`src/rtl/batch_count_dispense_controller_core_macros.svh`:
```
// ----------------------------------------------------------------------------
// Assertion macros for the batch dispenser core
// Shorthands for clocked implication checks with asynchronous reset disable.
// ----------------------------------------------------------------------------
`ifndef BATCH_COUNT_DISPENSE_CONTROLLER_CORE_MACROS_SVH
`define BATCH_COUNT_DISPENSE_CONTROLLER_CORE_MACROS_SVH

// same-cycle implication
`define BCD_ASSERT_IMP(lbl, clk, rst_n, ante, cons, msg) \
	lbl: assert property (@(posedge clk) disable iff (!rst_n) (ante) |-> (cons)) \
		else $error(msg);

// next-cycle implication
`define BCD_ASSERT_NXT(lbl, clk, rst_n, ante, cons, msg) \
	lbl: assert property (@(posedge clk) disable iff (!rst_n) (ante) |=> (cons)) \
		else $error(msg);

`endif

```
`src/rtl/bcd_pkg.sv`:
```
// ----------------------------------------------------------------------------
// bcd_pkg
// Shared types and constants of the batch dispenser core.
// ----------------------------------------------------------------------------
`default_nettype none

package bcd_pkg;

	localparam int COUNT_BITS_DEF = 16;

	localparam int TIMER_W    = 16;
	localparam int DROP_W     = 14;
	localparam int LEAD_W     = 5;
	localparam int TARGET_W   = 16;
	localparam int TOTAL_W    = 16;
	localparam int BLINK_W    = 3;
	localparam int STATUS_W   = 2;
	localparam int CODE_W     = 3;
	localparam int CFG_IDX_W  = 2;
	localparam int CFG_DATA_W = 16;
	localparam int IN_TDATA_W  = 24;
	localparam int OUT_TDATA_W = 48;

	localparam logic [TIMER_W-1:0] TIMER_MAX   = 16'hFFFF;
	localparam logic [TIMER_W-1:0] BLINK_TICKS = 16'd400;
	localparam logic [BLINK_W-1:0] BLINK_STEPS = 3'd6;

	localparam logic [DROP_W-1:0]  DROP_MIN = 14'd100;
	localparam logic [DROP_W-1:0]  DROP_MAX = 14'd10000;
	localparam logic [DROP_W-1:0]  DROP_RST = 14'd2000;
	localparam logic [TIMER_W-1:0] TMO_MIN  = 16'd500;
	localparam logic [TIMER_W-1:0] TMO_MAX  = 16'd60000;
	localparam logic [TIMER_W-1:0] TMO_RST  = 16'd5000;
	localparam logic [LEAD_W-1:0]  LEAD_MAX = 5'd30;
	localparam logic [LEAD_W-1:0]  LEAD_RST = 5'd1;

	// register indexes
	localparam logic [CFG_IDX_W-1:0] CFG_DROP_DELAY    = 2'd0;
	localparam logic [CFG_IDX_W-1:0] CFG_STAGE_TIMEOUT = 2'd1;
	localparam logic [CFG_IDX_W-1:0] CFG_LEAD          = 2'd2;

	// command status codes
	localparam logic [STATUS_W-1:0] ST_OK        = 2'd0;
	localparam logic [STATUS_W-1:0] ST_NO_TARGET = 2'd1;
	localparam logic [STATUS_W-1:0] ST_BUSY      = 2'd2;

	// phase codes as seen on the result stream
	localparam logic [CODE_W-1:0] CODE_IDLE   = 3'd0;
	localparam logic [CODE_W-1:0] CODE_FEED   = 3'd1;
	localparam logic [CODE_W-1:0] CODE_DROP   = 3'd2;
	localparam logic [CODE_W-1:0] CODE_VERIFY = 3'd3;
	localparam logic [CODE_W-1:0] CODE_BLINK  = 3'd4;
	localparam logic [CODE_W-1:0] CODE_DONE   = 3'd5;

	typedef enum logic [5:0] {
		PH_IDLE   = 6'b000001,
		PH_FEED   = 6'b000010,
		PH_DROP   = 6'b000100,
		PH_VERIFY = 6'b001000,
		PH_BLINK  = 6'b010000,
		PH_DONE   = 6'b100000
	} phase_t;

	typedef struct packed {
		logic [DROP_W-1:0]  drop_delay;
		logic [TIMER_W-1:0] stage_timeout;
		logic [LEAD_W-1:0]  early_close_lead;
	} cfg_t;

	typedef struct packed {
		logic                upper_pulse;
		logic                lower_pulse;
		logic                start_request;
		logic                stop_request;
		logic                load_target;
		logic [TARGET_W-1:0] target_value;
	} item_t;

	typedef struct packed {
		phase_t              phase;
		logic [TARGET_W-1:0] target;
		logic [TIMER_W-1:0]  phase_timer;
		logic [TIMER_W-1:0]  idle_timer;
		logic [BLINK_W-1:0]  blink_steps;
		logic                mismatch;
	} ctl_t;

	typedef struct packed {
		logic [STATUS_W-1:0] status;
		logic                feed_to;
		logic                ver_to;
		logic                done;
	} flags_t;

	function automatic logic [CODE_W-1:0] phase_code(input phase_t p);
		logic [CODE_W-1:0] c;
		case (p)
			PH_IDLE:   c = CODE_IDLE;
			PH_FEED:   c = CODE_FEED;
			PH_DROP:   c = CODE_DROP;
			PH_VERIFY: c = CODE_VERIFY;
			PH_BLINK:  c = CODE_BLINK;
			PH_DONE:   c = CODE_DONE;
			default:   c = CODE_IDLE;
		endcase
		return c;
	endfunction

endpackage

`default_nettype wire

```
`src/rtl/bcd_cfg.sv`:
```
// ----------------------------------------------------------------------------
// bcd_cfg
// Configuration registers; out-of-range writes are dropped.
// ----------------------------------------------------------------------------
`default_nettype none

module bcd_cfg (
	input  wire logic                             clk,
	input  wire logic                             arst_n,
	input  wire logic                             wr_en,
	input  wire logic [bcd_pkg::CFG_IDX_W-1:0]    index,
	input  wire logic [bcd_pkg::CFG_DATA_W-1:0]   wdata,
	output bcd_pkg::cfg_t                         cfg
);

	bcd_pkg::cfg_t cfg_q;

	logic [bcd_pkg::DROP_W-1:0]  drop_v;
	logic [bcd_pkg::TIMER_W-1:0] tmo_v;
	logic [bcd_pkg::LEAD_W-1:0]  lead_v;

	assign drop_v = wdata[bcd_pkg::DROP_W-1:0];
	assign tmo_v  = wdata[bcd_pkg::TIMER_W-1:0];
	assign lead_v = wdata[bcd_pkg::LEAD_W-1:0];

	always_ff @(posedge clk or negedge arst_n) begin
		if (!arst_n) begin
			cfg_q.drop_delay       <= bcd_pkg::DROP_RST;
			cfg_q.stage_timeout    <= bcd_pkg::TMO_RST;
			cfg_q.early_close_lead <= bcd_pkg::LEAD_RST;
		end else if (wr_en) begin
			case (index)
				bcd_pkg::CFG_DROP_DELAY: begin
					if (drop_v >= bcd_pkg::DROP_MIN && drop_v <= bcd_pkg::DROP_MAX)
						cfg_q.drop_delay <= drop_v;
				end
				bcd_pkg::CFG_STAGE_TIMEOUT: begin
					if (tmo_v >= bcd_pkg::TMO_MIN && tmo_v <= bcd_pkg::TMO_MAX)
						cfg_q.stage_timeout <= tmo_v;
				end
				bcd_pkg::CFG_LEAD: begin
					if (lead_v <= bcd_pkg::LEAD_MAX)
						cfg_q.early_close_lead <= lead_v;
				end
				default: begin
				end
			endcase
		end
	end

	assign cfg = cfg_q;

endmodule

`default_nettype wire

```
`src/rtl/bcd_step.sv`:
```
// ----------------------------------------------------------------------------
// bcd_step
// Next-state logic for one tick: timers, counts, commands, phase step.
// ----------------------------------------------------------------------------
`default_nettype none

module bcd_step #(
	parameter int COUNT_BITS = bcd_pkg::COUNT_BITS_DEF
) (
	input  wire bcd_pkg::cfg_t            cfg,
	input  wire bcd_pkg::item_t           item,
	input  wire bcd_pkg::ctl_t            ctl,
	input  wire logic [COUNT_BITS-1:0]    upper_cnt,
	input  wire logic [COUNT_BITS-1:0]    lower_cnt,
	output bcd_pkg::ctl_t                 ctl_nxt,
	output logic [COUNT_BITS-1:0]         upper_nxt,
	output logic [COUNT_BITS-1:0]         lower_nxt,
	output bcd_pkg::flags_t               flags
);

	localparam int CW = (COUNT_BITS > bcd_pkg::TARGET_W) ? COUNT_BITS : bcd_pkg::TARGET_W;
	localparam logic [COUNT_BITS-1:0] CNT_MAX = '1;

	logic [bcd_pkg::TIMER_W-1:0]  pt;
	logic [bcd_pkg::TIMER_W-1:0]  it;
	logic [bcd_pkg::TARGET_W-1:0] lead_ext;
	logic [bcd_pkg::TARGET_W-1:0] lim;
	logic [bcd_pkg::BLINK_W-1:0]  bs_inc;
	logic                         run;
	logic                         reached;

	always_comb begin
		pt = (ctl.phase_timer != bcd_pkg::TIMER_MAX) ?
			ctl.phase_timer + 16'd1 : bcd_pkg::TIMER_MAX;
		it = (ctl.idle_timer != bcd_pkg::TIMER_MAX) ?
			ctl.idle_timer + 16'd1 : bcd_pkg::TIMER_MAX;

		upper_nxt = upper_cnt;
		lower_nxt = lower_cnt;
		// a real upper count change restarts the no-progress timer
		if (item.upper_pulse && upper_cnt != CNT_MAX) begin
			upper_nxt = upper_cnt + COUNT_BITS'(1);
			it = '0;
		end
		if (item.lower_pulse && lower_cnt != CNT_MAX)
			lower_nxt = lower_cnt + COUNT_BITS'(1);

		ctl_nxt             = ctl;
		ctl_nxt.phase_timer = pt;
		ctl_nxt.idle_timer  = it;
		flags.status  = bcd_pkg::ST_OK;
		flags.feed_to = 1'b0;
		flags.ver_to  = 1'b0;
		flags.done    = 1'b0;
		run      = 1'b0;
		lead_ext = {{(bcd_pkg::TARGET_W-bcd_pkg::LEAD_W){1'b0}}, cfg.early_close_lead};
		lim      = 16'd1;
		reached  = 1'b0;
		bs_inc   = ctl.blink_steps + 3'd1;

		if (item.stop_request) begin
			ctl_nxt.phase       = bcd_pkg::PH_IDLE;
			ctl_nxt.target      = '0;
			ctl_nxt.phase_timer = '0;
			ctl_nxt.idle_timer  = '0;
			ctl_nxt.blink_steps = '0;
			ctl_nxt.mismatch    = 1'b0;
			upper_nxt = '0;
			lower_nxt = '0;
		end else begin
			if (item.load_target && item.target_value != '0)
				ctl_nxt.target = item.target_value;
			if (item.start_request) begin
				if (ctl_nxt.target == '0)
					flags.status = bcd_pkg::ST_NO_TARGET;
				else if (ctl.phase != bcd_pkg::PH_IDLE)
					flags.status = bcd_pkg::ST_BUSY;
				else
					run = 1'b1;
			end

			if (ctl_nxt.target > lead_ext)
				lim = ctl_nxt.target - lead_ext;
			reached = (lower_nxt >= upper_nxt);

			case (ctl.phase)
				bcd_pkg::PH_IDLE: begin
					if (run) begin
						upper_nxt = '0;
						lower_nxt = '0;
						ctl_nxt.mismatch    = 1'b0;
						ctl_nxt.phase_timer = '0;
						ctl_nxt.idle_timer  = '0;
						ctl_nxt.phase       = bcd_pkg::PH_FEED;
					end
				end
				bcd_pkg::PH_FEED: begin
					if (CW'(upper_nxt) >= CW'(lim)) begin
						ctl_nxt.phase_timer = '0;
						ctl_nxt.phase       = bcd_pkg::PH_DROP;
					end else if (it > cfg.stage_timeout) begin
						flags.feed_to       = 1'b1;
						ctl_nxt.phase_timer = '0;
						ctl_nxt.phase       = bcd_pkg::PH_DROP;
					end
				end
				bcd_pkg::PH_DROP: begin
					if (pt >= {2'b00, cfg.drop_delay}) begin
						ctl_nxt.phase_timer = '0;
						ctl_nxt.phase       = bcd_pkg::PH_VERIFY;
					end
				end
				bcd_pkg::PH_VERIFY: begin
					if (reached || pt > cfg.stage_timeout) begin
						flags.ver_to = !reached;
						if (lower_nxt != upper_nxt)
							ctl_nxt.mismatch = 1'b1;
						ctl_nxt.blink_steps = '0;
						ctl_nxt.phase_timer = '0;
						ctl_nxt.phase       = bcd_pkg::PH_BLINK;
					end
				end
				bcd_pkg::PH_BLINK: begin
					if (pt >= bcd_pkg::BLINK_TICKS) begin
						ctl_nxt.phase_timer = '0;
						ctl_nxt.blink_steps = bs_inc;
						if (bs_inc >= bcd_pkg::BLINK_STEPS)
							ctl_nxt.phase = bcd_pkg::PH_DONE;
					end
				end
				default: begin
					// done: clear the batch and report it
					upper_nxt = '0;
					lower_nxt = '0;
					ctl_nxt.target   = '0;
					ctl_nxt.mismatch = 1'b0;
					ctl_nxt.phase    = bcd_pkg::PH_IDLE;
					flags.done       = 1'b1;
				end
			endcase
		end
	end

endmodule

`default_nettype wire

```
`src/rtl/batch_count_dispense_controller_core.sv`:
```
// ----------------------------------------------------------------------------
// batch_count_dispense_controller_core: two-gate batch dispenser, one tick/item
// An accepted tick request passes the input register, then its result
// is written to the result register.
// Throughput: one request per cycle unless stalled; one input-to-result stage.
// Reset (arst_n low, async): phase idle, counts/target/timers clear, defaults.
// ----------------------------------------------------------------------------
`default_nettype none

`include "batch_count_dispense_controller_core_macros.svh"

module batch_count_dispense_controller_core #(
	parameter int COUNT_BITS = bcd_pkg::COUNT_BITS_DEF
) (
	input  wire logic                               clk,
	input  wire logic                               arst_n,
	// tick requests
	input  wire logic                               s_axis_tvalid,
	output logic                                    s_axis_tready,
	// [0] upper_pulse, [1] lower_pulse, [2] start_request, [3] stop_request,
	// [4] load_target, [20:5] target_value, [23:21] zero
	input  wire logic [bcd_pkg::IN_TDATA_W-1:0]     s_axis_tdata,
	// results
	output logic                                    m_axis_tvalid,
	input  wire logic                               m_axis_tready,
	// [0] upper_gate_open, [1] lower_gate_open, [4:2] phase, [20:5] upper_total,
	// [36:21] lower_total, [37] count_mismatch, [38] blink_on,
	// [40:39] command_status, [41] feed_timed_out, [42] verify_timed_out,
	// [43] batch_done, [47:44] zero
	output logic [bcd_pkg::OUT_TDATA_W-1:0]         m_axis_tdata,
	// configuration writes
	input  wire logic                               cfg_wr_en,
	input  wire logic [bcd_pkg::CFG_IDX_W-1:0]      cfg_index,
	input  wire logic [bcd_pkg::CFG_DATA_W-1:0]     cfg_wdata
);

	localparam int CW = (COUNT_BITS > bcd_pkg::TOTAL_W) ? COUNT_BITS : bcd_pkg::TOTAL_W;

	// ---------------------------------------------------------------
	// Configuration registers
	// ---------------------------------------------------------------
	bcd_pkg::cfg_t cfg;

	bcd_cfg u_cfg (
		.clk    (clk),
		.arst_n (arst_n),
		.wr_en  (cfg_wr_en),
		.index  (cfg_index),
		.wdata  (cfg_wdata),
		.cfg    (cfg)
	);

	// ---------------------------------------------------------------
	// Handshake. The input register (s1) holds one tick request; it moves
	// into the result register whenever that register is empty or being
	// drained, so a new request is taken every cycle while results flow.
	// ---------------------------------------------------------------
	logic             v_s1;
	bcd_pkg::item_t   item_s1;
	bcd_pkg::item_t   in_item;
	logic             out_valid_q;
	logic [bcd_pkg::OUT_TDATA_W-1:0] out_data_q;
	logic             adv;
	logic             take;

	assign adv           = !out_valid_q || m_axis_tready;
	assign take          = v_s1 && adv;
	assign s_axis_tready = !v_s1 || adv;

	assign in_item.upper_pulse   = s_axis_tdata[0];
	assign in_item.lower_pulse   = s_axis_tdata[1];
	assign in_item.start_request = s_axis_tdata[2];
	assign in_item.stop_request  = s_axis_tdata[3];
	assign in_item.load_target   = s_axis_tdata[4];
	assign in_item.target_value  = s_axis_tdata[20:5];

	always_ff @(posedge clk or negedge arst_n) begin
		if (!arst_n) begin
			v_s1 <= 1'b0;
		end else if (s_axis_tready) begin
			v_s1 <= s_axis_tvalid;
		end
	end

	always_ff @(posedge clk) begin
		if (s_axis_tvalid && s_axis_tready) begin
			item_s1 <= in_item;
		end
	end

	// ---------------------------------------------------------------
	// Controller state: phase, target, timers, blink counter, mismatch
	// flag and the two sensor counts. Updated once per tick request.
	// ---------------------------------------------------------------
	bcd_pkg::ctl_t           ctl_q;
	bcd_pkg::ctl_t           ctl_nxt;
	logic [COUNT_BITS-1:0]   upper_cnt_q;
	logic [COUNT_BITS-1:0]   lower_cnt_q;
	logic [COUNT_BITS-1:0]   upper_nxt;
	logic [COUNT_BITS-1:0]   lower_nxt;
	bcd_pkg::flags_t         flags;

	bcd_step #(
		.COUNT_BITS (COUNT_BITS)
	) u_step (
		.cfg       (cfg),
		.item      (item_s1),
		.ctl       (ctl_q),
		.upper_cnt (upper_cnt_q),
		.lower_cnt (lower_cnt_q),
		.ctl_nxt   (ctl_nxt),
		.upper_nxt (upper_nxt),
		.lower_nxt (lower_nxt),
		.flags     (flags)
	);

	always_ff @(posedge clk or negedge arst_n) begin
		if (!arst_n) begin
			ctl_q.phase       <= bcd_pkg::PH_IDLE;
			ctl_q.target      <= '0;
			ctl_q.phase_timer <= '0;
			ctl_q.idle_timer  <= '0;
			ctl_q.blink_steps <= '0;
			ctl_q.mismatch    <= 1'b0;
			upper_cnt_q       <= '0;
			lower_cnt_q       <= '0;
		end else if (take) begin
			ctl_q       <= ctl_nxt;
			upper_cnt_q <= upper_nxt;
			lower_cnt_q <= lower_nxt;
		end
	end

	// ---------------------------------------------------------------
	// Result formatting from the state after the tick. Totals show the
	// low 16 bits of the counts (zero-extended for narrow counters).
	// ---------------------------------------------------------------
	logic [CW-1:0]                   upper_ext;
	logic [CW-1:0]                   lower_ext;
	logic                            blink_on;
	logic [bcd_pkg::OUT_TDATA_W-1:0] res_pack;

	assign upper_ext = CW'(upper_nxt);
	assign lower_ext = CW'(lower_nxt);
	assign blink_on  = (ctl_nxt.phase == bcd_pkg::PH_BLINK) && ctl_nxt.blink_steps[0];

	assign res_pack = {
		4'b0000,
		flags.done,
		flags.ver_to,
		flags.feed_to,
		flags.status,
		blink_on,
		ctl_nxt.mismatch,
		lower_ext[bcd_pkg::TOTAL_W-1:0],
		upper_ext[bcd_pkg::TOTAL_W-1:0],
		bcd_pkg::phase_code(ctl_nxt.phase),
		(ctl_nxt.phase == bcd_pkg::PH_VERIFY),
		(ctl_nxt.phase == bcd_pkg::PH_FEED)
	};

	always_ff @(posedge clk or negedge arst_n) begin
		if (!arst_n) begin
			out_valid_q <= 1'b0;
		end else if (adv) begin
			out_valid_q <= v_s1;
		end
	end

	always_ff @(posedge clk) begin
		if (take) begin
			out_data_q <= res_pack;
		end
	end

	assign m_axis_tvalid = out_valid_q;
	assign m_axis_tdata  = out_data_q;

	// ---------------------------------------------------------------
	// Checks
	// ---------------------------------------------------------------
	`BCD_ASSERT_IMP(a_stall_only_on_backpressure, clk, arst_n, !s_axis_tready, v_s1 && out_valid_q && !m_axis_tready, "input stalled without result backpressure")
	`BCD_ASSERT_NXT(a_stop_clears, clk, arst_n, take && item_s1.stop_request, ctl_q.phase == bcd_pkg::PH_IDLE && upper_cnt_q == '0 && lower_cnt_q == '0 && ctl_q.target == '0, "stop did not clear the batch")
	`BCD_ASSERT_NXT(a_done_returns_idle, clk, arst_n, take && !item_s1.stop_request && ctl_q.phase == bcd_pkg::PH_DONE, ctl_q.phase == bcd_pkg::PH_IDLE && out_data_q[43] && out_valid_q, "done phase did not finish the batch")
	`BCD_ASSERT_NXT(a_feed_entry_clean, clk, arst_n, take && !item_s1.stop_request && ctl_q.phase == bcd_pkg::PH_IDLE && ctl_nxt.phase == bcd_pkg::PH_FEED, upper_cnt_q == '0 && lower_cnt_q == '0 && !ctl_q.mismatch, "batch start left stale counts")

endmodule

`default_nettype wire

```
`config.mk`:
```
export PLATFORM = sky130hd
export DESIGN_NAME = batch_count_dispense_controller_core
export DESIGN_NICKNAME = d
export VERILOG_FILES = /design/src/rtl/bcd_pkg.sv /design/src/rtl/bcd_cfg.sv /design/src/rtl/bcd_step.sv /design/src/rtl/batch_count_dispense_controller_core.sv
export VERILOG_INCLUDE_DIRS = /design/src /design/src/rtl
export SDC_FILE = /design/constraint.sdc
export NUM_CORES = 1
export LEC_CHECK = 0
export ABC_AREA = 1
export BUFFER_PORTS_ARGS = -buffer_cell sky130_fd_sc_hd__buf_4
export CORE_ASPECT_RATIO = 1.5
export CORE_UTILIZATION = 56
export CTS_CLUSTER_DIAMETER = 50
export DETAILED_ROUTE_END_ITERATION = 12
export GPL_ROUTABILITY_DRIVEN = 0
export PLACE_DENSITY = 0.74
export SLEW_MARGIN = 40
export SYNTH_ARGS = -nofsm -noshare
export SYNTH_HDL_FRONTEND = slang
export SYNTH_HIERARCHICAL = 1
export SYNTH_SLANG_ARGS = --single-unit
export TNS_END_PERCENT = 20
```
`constraint.sdc`:
```
create_clock -name clk -period 5.4 [get_ports clk]
set_clock_uncertainty 0.1 [all_clocks]
set_input_delay 0.27 -clock clk [delete_from_list [all_inputs] [get_ports clk]]
set_output_delay 0.27 -clock clk [all_outputs]
set_load 0.005 [all_outputs]
```
==> flow_summary.json, run 1 <==
{
  "fin_crit_sh": 0.915,
  "ys_ff_latch": 192,
  "r2r_end": "m_axis_tdata[2]$_DFFE_PP_",
  "clock_sinks": 192,
  "worstSetupStartpointType": "flop",
  "start_util": 0.569,
  "antenna_found_initial": 0,
  "ys.flop_type": "dfrtp_1",
  "rsz0062_at_grt": "false",
  "cts-htree-levels": 4,
  "die_w_um": 127,
  "yosysSeqAreaShare": 0.395,
  "dieArea_um2": 23900,
  "cp_max_fo": 16,
  "wirelength_um": 32500,
  "fin_nets": 2002,
  "post_drt_via_cell_ratio": 5.44,
  "clk_pin_slew_ns": 0.07,
  "grtUsageTotal": 0.283,
  "stdcell_area_um2": 14800,
  "finalHoldViolCount": 0,
  "hold_path_startpoint": "m_axis_tready",
  "fill_cells": 1976,
  "core-area_um2": 22900,
  "rows": 68,
  "required_ns": 5.50,
  "grt_pass1_wl_um": 52900,
  "cts_buffer_depth": 2,
  "synth_edf_count": 65,
  "hold_depth": 4,
  "worstHoldEndpoint": "m_axis_tvalid$_DFFE_PN0P_",
  "async_flop_share": 0.661,
  "r2r_start": "item_s1[16]$_DFFE_PP_",
  "area_delta_synth_final_pct": 13.8,
  "critPathMostFrequentCell": "nand3_1",
  "drc": 0,
  "syn_inst": 1749,
  "io_buffer_count": 89,
  "tritoncts": "built",
  "reg2reg_depth": 27,
  "crit_type": "reg -> reg",
  "fp.dieH_um": 189,
  "slew_headroom": 0.493,
  "avgSynthCellArea_um2": 7.45,
  "fmax_mhz": 202,
  "synth_cell_types": 48,
  "drive_gt1_frac": 0.119,
  "power_leakage_nw": 7.60,
  "avgRoutedWirePerCell_um": 15.1,
  "crit_arrival_ns": 5.04,
  "cts_buffers": 17,
  "overflow": 0,
  "slowest_stage": "edfxtp_1",
  "status": "completed",
  "clk_latency_ns": 0.45,
  "grt_max_degree": 78,
  "firstDrtPassIters": 7,
  "placed_area_um2": 13800,
  "ys.warnings.count": 6,
  "root_buffer": "clkbuf_16",
  "grt_pass1_vias": 11319,
  "power_density_nw_per_um2": 294,
  "drt_iter0_markers": 820,
  "end_kind": "flop",
  "max_stage_delay_ns": 0.79,
  "worst_pin_slew_ns": 0.755,
  "drv_cap": 0,
  "setup_viol": 0,
  "syn_area_um2": 13000,
  "holdCritPathClass": "in -> reg",
  "slew_viol_final": 0,
  "fin_crit_ns": 4.94,
  "tns_ns": 0,
  "holdWs_ns": 0.0116,
  "n_antenna_cell": 0,
  "seq_area_um2": 5150,
  "rrSetupSlack_ns": 0.46,
  "ios": 97,
  "postRouteAntennaNets": 0,
  "multi_input_area_um2": 6810,
  "peakVddDrop_mv": 0.257,
  "dp_hpwl_um": 23800,
  "vias": 11743
}
## registers in the layout, summed over array words and instances, names as in the netlist
register	cells
upper_cnt_q	16
v_s1	1
m_axis_tdata	44
ctl_q	58
item_s1	21
u_cfg/cfg	35
m_axis_tvalid	1
lower_cnt_q	16
## Yosys cell counts, types with 2 or more instances
cell / instances / area [um2]
ha_1: 89 / 1110
nor3b_1: 2 / 15.0
dfrtp_1: 114 / 2850
a21oi_1: 54 / 270
o21bai_1: 2 / 15.0
buf_6: 6 / 67.6
o21ai_0: 59 / 295
buf_2: 17 / 85.1
nor2_1: 180 / 676
or2_0: 2 / 12.5
xnor2_1: 7 / 61.3
nand2_1: 604 / 2270
clkbuf_1: 9 / 33.8
nand3b_1: 6 / 45.0
buf_8: 3 / 45.0
nor2_4: 31 / 349
nand2_2: 11 / 68.8
nor4_1: 5 / 31.3
or2_2: 8 / 50.1
buf_4: 13 / 97.6
nor3_1: 21 / 105
xor2_1: 35 / 307
nand4_1: 28 / 175
nor2_2: 6 / 37.5
dfstp_2: 13 / 342
nand3_2: 2 / 20.0
nand3_1: 121 / 606
edfxtp_1: 65 / 1950
o21a_1: 6 / 45.0
inv_2: 3 / 11.3
nand2_4: 6 / 67.6
inv_1: 205 / 769
## worst max path at each step
stage	start	to	slack, ns	cells after the start
detailed placement	item_s1[4]$_DFFE_PP_	m_axis_tdata[2]$_DFFE_PP_	0.23	33
CTS	item_s1[4]$_DFFE_PP_	m_axis_tdata[2]$_DFFE_PP_	0.22	33
global route	item_s1[5]$_DFFE_PP_	m_axis_tdata[2]$_DFFE_PP_	0.03	32
global placement	item_s1[10]$_DFFE_PP_	m_axis_tdata[2]$_DFFE_PP_	0.38	33
finish	item_s1[16]$_DFFE_PP_	m_axis_tdata[2]$_DFFE_PP_	0.46	27
floorplan	item_s1[5]$_DFFE_PP_	m_axis_tdata[2]$_DFFE_PP_	0.84	34
## layout make-up
class,count,area share
Clock buffer,22,0.0306
Multi-Input combinational cell,1303,0.460
Timing Repair Buffer,143,0.0800
Tap cell,280,0.0236
Clock inverter,10,0.00599
Inverter,208,0.0528
Sequential cell,192,0.347
## logic make-up after synthesis
kind of cell / Yosys count / synth area share
xor+xnor: 42 / 0.0282
other cells: 1 / 0.000288
buf+inv: 257 / 0.0855
simple gates: 1037 / 0.350
compound gates: 130 / 0.0537
flops: 192 / 0.395
fa+ha+maj: 90 / 0.0870
## metal layers
layer / GRT usage / wire, um
met4: 0.186 / 1990
met2: 0.525 / 17100
met1: 0.293 / 12000
met3: 0.0409 / 1400
met5: 0 / 0
## placed cells by master (no fill, tap or decap), types with 4 or more instances in the layout
master           n
a21oi_1         52
buf_4          104
clkbuf_1         4
clkbuf_16       17
conb_1           4
dfrtp_1        114
dfstp_2         13
dlygate4sd3_1   36
edfxtp_1        65
ha_1            89
inv_1          203
inv_2            4
nand2_1        604
nand2_2         11
nand2_4          4
nand3_1        121
nand3b_1         6
nand4_1         28
nor2_1         177
nor2_2           9
nor2_4          31
nor3_1          21
nor4_1           5
o21a_1           6
o21ai_0         58
or2_2            8
xnor2_1          7
xor2_1          35
## repair_timing
item / 4_1_cts / 5_1_grt
hold endpoints to repair: 114 / 0
gates resized for setup: 0 / 8
setup buffers: 0 / 7
setup endpoints to repair: 0 / 23
hold buffers: 36 / 0
## through the flow
| step | util | setup slack, ns | power [W] | cells |
|---|---|---|---|---|
| 2_1_floorplan | - | 0.840 | 0.00275 | 1752 |
| 3_3_place_gp | 0.603 | 0.381 | 0.00308 | 2083 |
| 3_5_place_dp | 0.604 | 0.230 | 0.00312 | 2083 |
| 4_1_cts | 0.643 | 0.224 | 0.00435 | 2151 |
| 5_1_grt | 0.648 | 0.0250 | 0.00462 | 2158 |
| 6_report | 0.648 | 0.458 | 0.00436 | 2158 |
## report_power, final
group	internal (W)	switching, W	total (W)
Combinational	0.000476	0.000850	0.00133
Clock	0.000645	0.000557	0.00120
Sequential	0.00170	0.000125	0.00183
Total	0.00283	0.00153	0.00436
## critical path, delay by kind of cell, from the launching register on
| family | cells | cell delay (ns) |
|---|---|---|
| AO/OA/AOI/OAI | 5 | 0.66 |
| adder cells (fa/ha/maj) | 3 | 0.90 |
| buffers and inverters | 4 | 0.42 |
| flip-flops | 1 | 0.79 |
| AND/OR/NAND/NOR | 15 | 1.81 |
Power figures use the tool's default switching activity.
==> inputs of run 2 (changes only) <==
--- a/config.mk
+++ b/config.mk
@@ -14,6 +14,8 @@
 export DETAILED_ROUTE_END_ITERATION = 12
 export GPL_ROUTABILITY_DRIVEN = 0
 export PLACE_DENSITY = 0.74
+export REMOVE_ABC_BUFFERS = 1
+export SKIP_LAST_GASP = 1
 export SLEW_MARGIN = 40
 export SYNTH_ARGS = -nofsm -noshare
 export SYNTH_HDL_FRONTEND = slang
==> run 2 against run 1 <==
Against the previous run:
- via count shrank 0.95%
- wire length decreased by 1.3%
- critical path depth increased by 6
- die area unchanged
- sequential share of layout area fell by 0.30 points
- cell count decreased by 0.28%
- first-iteration DRC count is 8.2% lower
- non-clock buffer count shrank 7
- core utilization grew 0.56 points
==> flow_summary.json, run 2 (synthesized netlist as in run 1, its figures left out) <==
{
  "status": "completed",
  "cts-htree-levels": 4,
  "drc": 0,
  "rows": 68,
  "n_antenna_cell": 0,
  "power_leakage_nw": 7.64,
  "largest_reg_flops": 58,
  "fin_crit_sh": 0.931,
  "final_common_cell": "nand2_1",
  "io_buffer_count": 89,
  "setup_viol": 0,
  "place_ws_ns": 0.240,
  "post_drt_via_cell_ratio": 5.40,
  "cp_max_fo": 12,
  "grt_max_degree": 80,
  "crit_arrival_ns": 5.12,
  "final_cell_mix": "nand2_1 (604), inv_1 (204), nor2_1 (176)",
  "finalHoldViolCount": 0,
  "cts_buffer_depth": 2,
  "cts_buffers": 17,
  "ios": 97,
  "holdCritPathClass": "in -> reg",
  "wirelength_um": 32100,
  "start_util": 0.569,
  "worst_pin_slew_ns": 0.751,
  "fp.dieH_um": 189,
  "dp.cells": 2080,
  "tns_ns": 0,
  "fin_crit_ns": 5.03,
  "vias": 11631,
  "die_w_um": 127,
  "clock_sinks": 192,
  "max_stage_delay_ns": 0.43,
  "peakVddDrop_mv": 0.251,
  "avgRoutedWirePerCell_um": 14.9,
  "grt_pass1_wl_um": 52700,
  "fmax_mhz": 199,
  "grt_pass1_vias": 11346,
  "core-area_um2": 22900,
  "stdcell_area_um2": 14900,
  "postRouteAntennaNets": 0,
  "slew_headroom": 0.494,
  "crit_type": "reg -> reg",
  "antenna_found_initial": 0,
  "dieArea_um2": 23900,
  "clk_pin_slew_ns": 0.07,
  "clk_latency_ns": 0.45,
  "tritoncts": "built",
  "fin_nets": 1996,
  "rrSetupSlack_ns": 0.37,
  "grtUsageTotal": 0.279,
  "worstSetupStartpointType": "flop",
  "slew_viol_final": 0,
  "critPathMostFrequentCell": "nand2_1",
  "layout.cells.non_filler": 2152,
  "power_density_nw_per_um2": 310,
  "dp_hpwl_um": 22800,
  "drv_cap": 0,
  "slowest_stage": "edfxtp_1",
  "drt_iter0_markers": 753,
  "root_buffer": "clkbuf_16",
  "fin_ws_ns": 0.370,
  "drive_gt1_frac": 0.119,
  "area_delta_synth_final_pct": 14.7,
  "firstDrtPassIters": 7,
  "overflow": 0,
  "required_ns": 5.49,
  "top_register": "ctl_q",
  "end_kind": "flop",
  "placed_area_um2": 13800
}
run 2: cell types whose count changed in the layout (fill, tap and decap cells not counted), moves of 2 or more:
cell,delta
bufinv_16,+6
clkbuf_8,-2
buf_4,-6
clkbuf_1,-4
dlygate4sd3_1,-2
run 2: layout make-up:
type / instances / area [um2]
Timing Repair Buffer: 136 / 1140
Clock inverter: 15 / 263
Multi-Input combinational cell: 1304 / 6840
Clock buffer: 17 / 425
Tap cell: 280 / 350
Sequential cell: 192 / 5150
Fill cell: 2000 / 7940
Inverter: 208 / 786
run 2: routing by layer:
layer / wire [um] / track usage
met5: 0 / 0
met3: 1160 / 0.0400
met1: 12300 / 0.295
met4: 1740 / 0.175
met2: 16900 / 0.515
run 2: worst max-delay path: cells and delay by family (launching register included):
| kind | cells | cell delay (ns) |
|---|---|---|
| flip-flops | 1 | 0.43 |
| adder cells (fa/ha/maj) | 3 | 0.88 |
| AND/OR/NAND/NOR | 23 | 2.34 |
| AO/OA/AOI/OAI | 4 | 0.68 |
| buffers and inverters | 3 | 0.34 |
run 2: report_power, final:
group          leakage (nW)  total, W  switching, W  internal (W)
Sequential             2.32   0.00182      0.000120       0.00170
Clock                 0.325   0.00148      0.000572      0.000912
Combinational          4.99   0.00132      0.000854      0.000469
run 2: timing repair:
action	in CTS	in global routing
endpoints found under the hold margin	81	0
endpoints found under the setup margin	0	25
buffers inserted	0	5
resized for setup	0	10
hold buffers	34	0
run 2: metrics by stage:
step	util	power (W)	hold slack, ns
6_report	0.653	0.00463	0.00435
5_1_grt	0.653	0.00488	0.0196
4_1_cts	0.648	0.00460	0.00516
3_5_place_dp	0.603	0.00311	0.297
3_3_place_gp	0.603	0.00306	0.287
2_1_floorplan	-	0.00268	-0.126
run 2: worst paths after layout:
check	start	end	cells after the start
worst max-delay path	item_s1[10]$_DFFE_PP_	m_axis_tdata[2]$_DFFE_PP_	33
worst min-delay path	m_axis_tready	m_axis_tvalid$_DFFE_PN0P_	4
worst max register to register	item_s1[10]$_DFFE_PP_	m_axis_tdata[2]$_DFFE_PP_	33
worst min register to register	u_cfg/cfg[30]$_DFFE_PN1P_	u_cfg/cfg[30]$_DFFE_PN1P_	2
max in group asynchronous	arst_n	ctl_q[2]$_DFFE_PN0P_	3
min in group asynchronous	arst_n	lower_cnt_q[10]$_DFFE_PN0P_	2
